<file path="config.mk">
export PLATFORM = sky130hd
export DESIGN_NAME = pparc_ram
export DESIGN_NICKNAME = d
export VERILOG_FILES = /design/src/sv/per_process_address_range_cache_top_macros.svh /design/src/sv/pparc_ram.sv
export SDC_FILE = /design/constraint.sdc
export NUM_CORES = 1
export LEC_CHECK = 0
export BUFFER_PORTS_ARGS = -buffer_cell sky130_fd_sc_hd__buf_2
export CORE_ASPECT_RATIO = 1.5
export CORE_MARGIN = 3
export CORE_UTILIZATION = 53
export DETAILED_ROUTE_END_ITERATION = 12
export GPL_TIMING_DRIVEN = 0
export PLACE_DENSITY = 0.71
export SYNTH_ARGS = -nofsm -noshare
export SYNTH_HDL_FRONTEND = slang
export SYNTH_SLANG_ARGS = --single-unit
export TNS_END_PERCENT = 20
</file>
<file path="constraint.sdc">
create_clock -name clk -period 4.3 [get_ports clk]
set_input_delay 0.43 -clock clk [delete_from_list [all_inputs] [get_ports clk]]
set_output_delay 0.43 -clock clk [all_outputs]
set_load 0.05 [all_outputs]
</file>
<file path="src/sv/per_process_address_range_cache_top_macros.svh">
// Assertion macros for the range cache.
`ifndef PER_PROCESS_ADDRESS_RANGE_CACHE_TOP_MACROS_SVH
`define PER_PROCESS_ADDRESS_RANGE_CACHE_TOP_MACROS_SVH
// Implication checked on every clock, off during reset.
`define PPARC_ASSERT_IMP(label, ante, cons) \
  label: assert property (@(posedge clk) disable iff (rst) (ante) |-> (cons)) \
    else $error("assertion failed");
// Next-cycle implication.
`define PPARC_ASSERT_NEXT(label, ante, cons) \
  label: assert property (@(posedge clk) disable iff (rst) (ante) |=> (cons)) \
    else $error("assertion failed");
`endif

</file>
<file path="src/sv/pparc_ram.sv">
// Generic single-port-write, one-read RAM with registered read data.
module pparc_ram #(
  parameter int WIDTH = 8,
  parameter int DEPTH = 16
) (
  input  logic                     clk,
  input  logic                     we,
  input  logic [$clog2(DEPTH)-1:0] waddr,
  input  logic [WIDTH-1:0]         wdata,
  input  logic [$clog2(DEPTH)-1:0] raddr,
  output logic [WIDTH-1:0]         rdata
);
  logic [WIDTH-1:0] mem [DEPTH];
  always_ff @(posedge clk) begin
    if (we) begin
      mem[waddr] <= wdata;
    end
    rdata <= mem[raddr];
  end
endmodule

</file>
==> metrics <==
status=finished clean; NetSw=628 uW; Int Pwr=approximately 2700 uW; number of setup buffers added after CTS=0; DR pass1 iterations=5; Hold/Removal Path Class=in2reg; Avg Inst Size Synth=22.5 sq um; Max VDD drop=308 uV; GRT busiest layer=met2; met1 global-route usage=0.246; Die Area=0.0110 sq mm; Distinct cells, synth=19; CP Launch Type=input port; worst-path maximum fanout=8; TritonCTS clock tree=done; Area Overhead vs Synth=18.8%; number of antenna diodes=0; Seq pwr share=0.446; Clock Skews=5.92 ps; Final period util=0.479; Leak Pwr=about 0.0021 uW; Clock Latency Late Sink=410 ps; CP max stage delay=1020 ps; Sw Share=0.188; Placed Cells=365; initial antenna violation count=0; first-pass GRT wire length=roughly 15000 microns; setup TNS=0 ps; clk buf depth=2; layout net count=a little under 300; Gate power share=0.051; commonest non-fill, non-tap cell in the layout=edfxtp_1; RD Place Congestion=0.853; drt drc=0; row count=43; Num CTS Buffers=17; Slew Limit Fails=0; Port Buffer Count=24; Worst setup EP type=register; Syn Inst Count=~230; Ys Warns=0; share of layout cells above drive strength 1=0.298; Worst EP required=4320 ps; Slew @ Worst Pin=1320 ps; Hold Crit Depth=1; Post-CTS Hold Fix Bufs=0; r2r endpoint=rdata[3]$_DFF_P_; clk root buf=clkbuf_16; Syn Std Cell Area=0.00515 sq mm; total gr overflow=0; non-filler cells, final=397; Final Hold Vio Count=0; drt first-iter violations=around 210; drt total wl=9900 microns; CP arrival=2080 ps; reg-to-reg slack, setup=roughly 2800 ps; vias in the first global route=2515; RSZ-0062 raised after global routing=no; synthesized flop and latch total=136; Setup-failing EPs final=0; per-cell routed wire length=24.9 microns; Hold Path End=mem[6][6]$_DFFE_PP_; IO Pins=26; CTS resizes=0; largest net degree at the start of global routing=17; remaining antenna violation count=0; htree depth=4; Die Height=127 microns; post-layout minimum cycle time=2060 ps; vias per cell=6.19; min-delay src=wdata[6]; post-synthesis sequential area ratio=0.778; Die X=around 86 microns; Reg2Reg Launch Point=mem[0][3]$_DFFE_PP_; hpwl dp=6210 microns; Vias=2458; clock transition at the registers of the reported paths=50 ps; pwr dens=547 mW/mm^2; critical-path cell list=buf_2 -> or3b_2 -> nor3_1; Reg2Reg Depth=3; clock sink count=136; WS Path Type=in2reg; Global Route Usage Sum=0.200; most frequent cells in the layout=edfxtp_1, buf_2, mux4_2, clkbuf_16, a22oi_1; met3 Use GR=0.0442; CP max-delay cell=nor3_1; fraction of power consumed by the clock network=0.503; Max-slew headroom=0.114; Synthesized Nets=247; Core Footprint=around 0.0094 sq mm; max frequency=486 MHz; max-cap viol count=0; fraction of met2 tracks used by global routing=0.317; Initial Util=0.550
cells in the mapped netlist (all sizes together):
| cell | count | area share |
|---|---|---|
| nand2 | 9 | 0.0066 |
| nor2b | 1 | 0.0012 |
| nand3b | 2 | 0.0029 |
| nor2 | 13 | 0.0095 |
| buf | 7 | 0.011 |
| and2 | 1 | 0.0012 |
| or3b | 1 | 0.0017 |
| nand2b | 2 | 0.0024 |
| dfxtp | 8 | 0.031 |
| mux4 | 32 | 0.15 |
| and2b | 1 | 0.0015 |
| nor3 | 4 | 0.0039 |
| edfxtp | 128 | 0.75 |
| nand3 | 1 | 0.00097 |
| clkdlybuf4s25 | 3 | 0.0058 |
| a22oi | 16 | 0.023 |
how the worst max path moves through the flow:
stage | start | to | slack [ps] | cells after the start
floorplan | waddr[2] | mem[0][0]$_DFFE_PP_ | 2380 | 2
global placement | waddr[2] | mem[0][5]$_DFFE_PP_ | 1830 | 3
detailed placement | waddr[2] | mem[0][5]$_DFFE_PP_ | 1750 | 3
CTS | waddr[2] | mem[0][5]$_DFFE_PP_ | 2190 | 3
global route | waddr[2] | mem[0][5]$_DFFE_PP_ | 2150 | 3
finish | waddr[2] | mem[0][5]$_DFFE_PP_ | 2240 | 3
sequential cells by signal, indices dropped and copies added (netlist names):
name   flops
rdata      8
mem      128
final cells by class:
class	count	area (sq um)
multi-input cells	83	1060
repair buffers	24	120
clock buffers	20	457
well taps	112	140
flip-flops and latches	136	4000
fillers	634	3250
plain buffers	10	86.3
clock inverters	12	245
worst max-delay path: cells and delay by family:
family | cells | cell delay, ps
simple gates | 2 | 1530
buf+inv | 1 | 110
power groups by stage:
| stage | Clock [uW] | Combinational [uW] | Sequential, uW |
|---|---|---|---|
| final | 1680 | 171 | 1490 |
| after global routing | 1760 | 180 | 1490 |
| after CTS | 1700 | 173 | 1490 |
| after detailed placement | 0 | 172 | 1520 |
| after global placement | 0 | 167 | 1510 |
| after floorplan | 0 | 75.2 | 1550 |
cells by family (layout without fill, tap and decap cells):
group	count (synthesis)	after routing	synth area share
AOI/OAI and AO/OA	16	16	0.0233
muxes	32	32	0.150
DFF	136	136	0.778
and+or+nand+nor	35	35	0.0318
buffers and inverters	10	66	0.0168
metrics by stage:
| step | utilization | instance area [sq um] | setup slack (ps) | hold slack (ps) | total power (uW) |
|---|---|---|---|---|---|
| after detailed placement | 0.578 | 5410 | 1750 | 673 | 1690 |
| final | 0.653 | 6110 | 2240 | 424 | 3350 |
| after global placement | 0.578 | 5410 | 1830 | 662 | 1680 |
| after CTS | 0.653 | 6110 | 2190 | 406 | 3370 |
| after global routing | 0.653 | 6110 | 2150 | 421 | 3430 |
| after floorplan | - | 5150 | 2380 | 529 | 1620 |
metal layers:
metal	vias to the layer above	part of all wire
li1	1061	-
met3	23	0.062
met5	-	0
met1	1260	0.38
met4	0	0.040
met2	114	0.52
(Power assumes the default switching activity.)
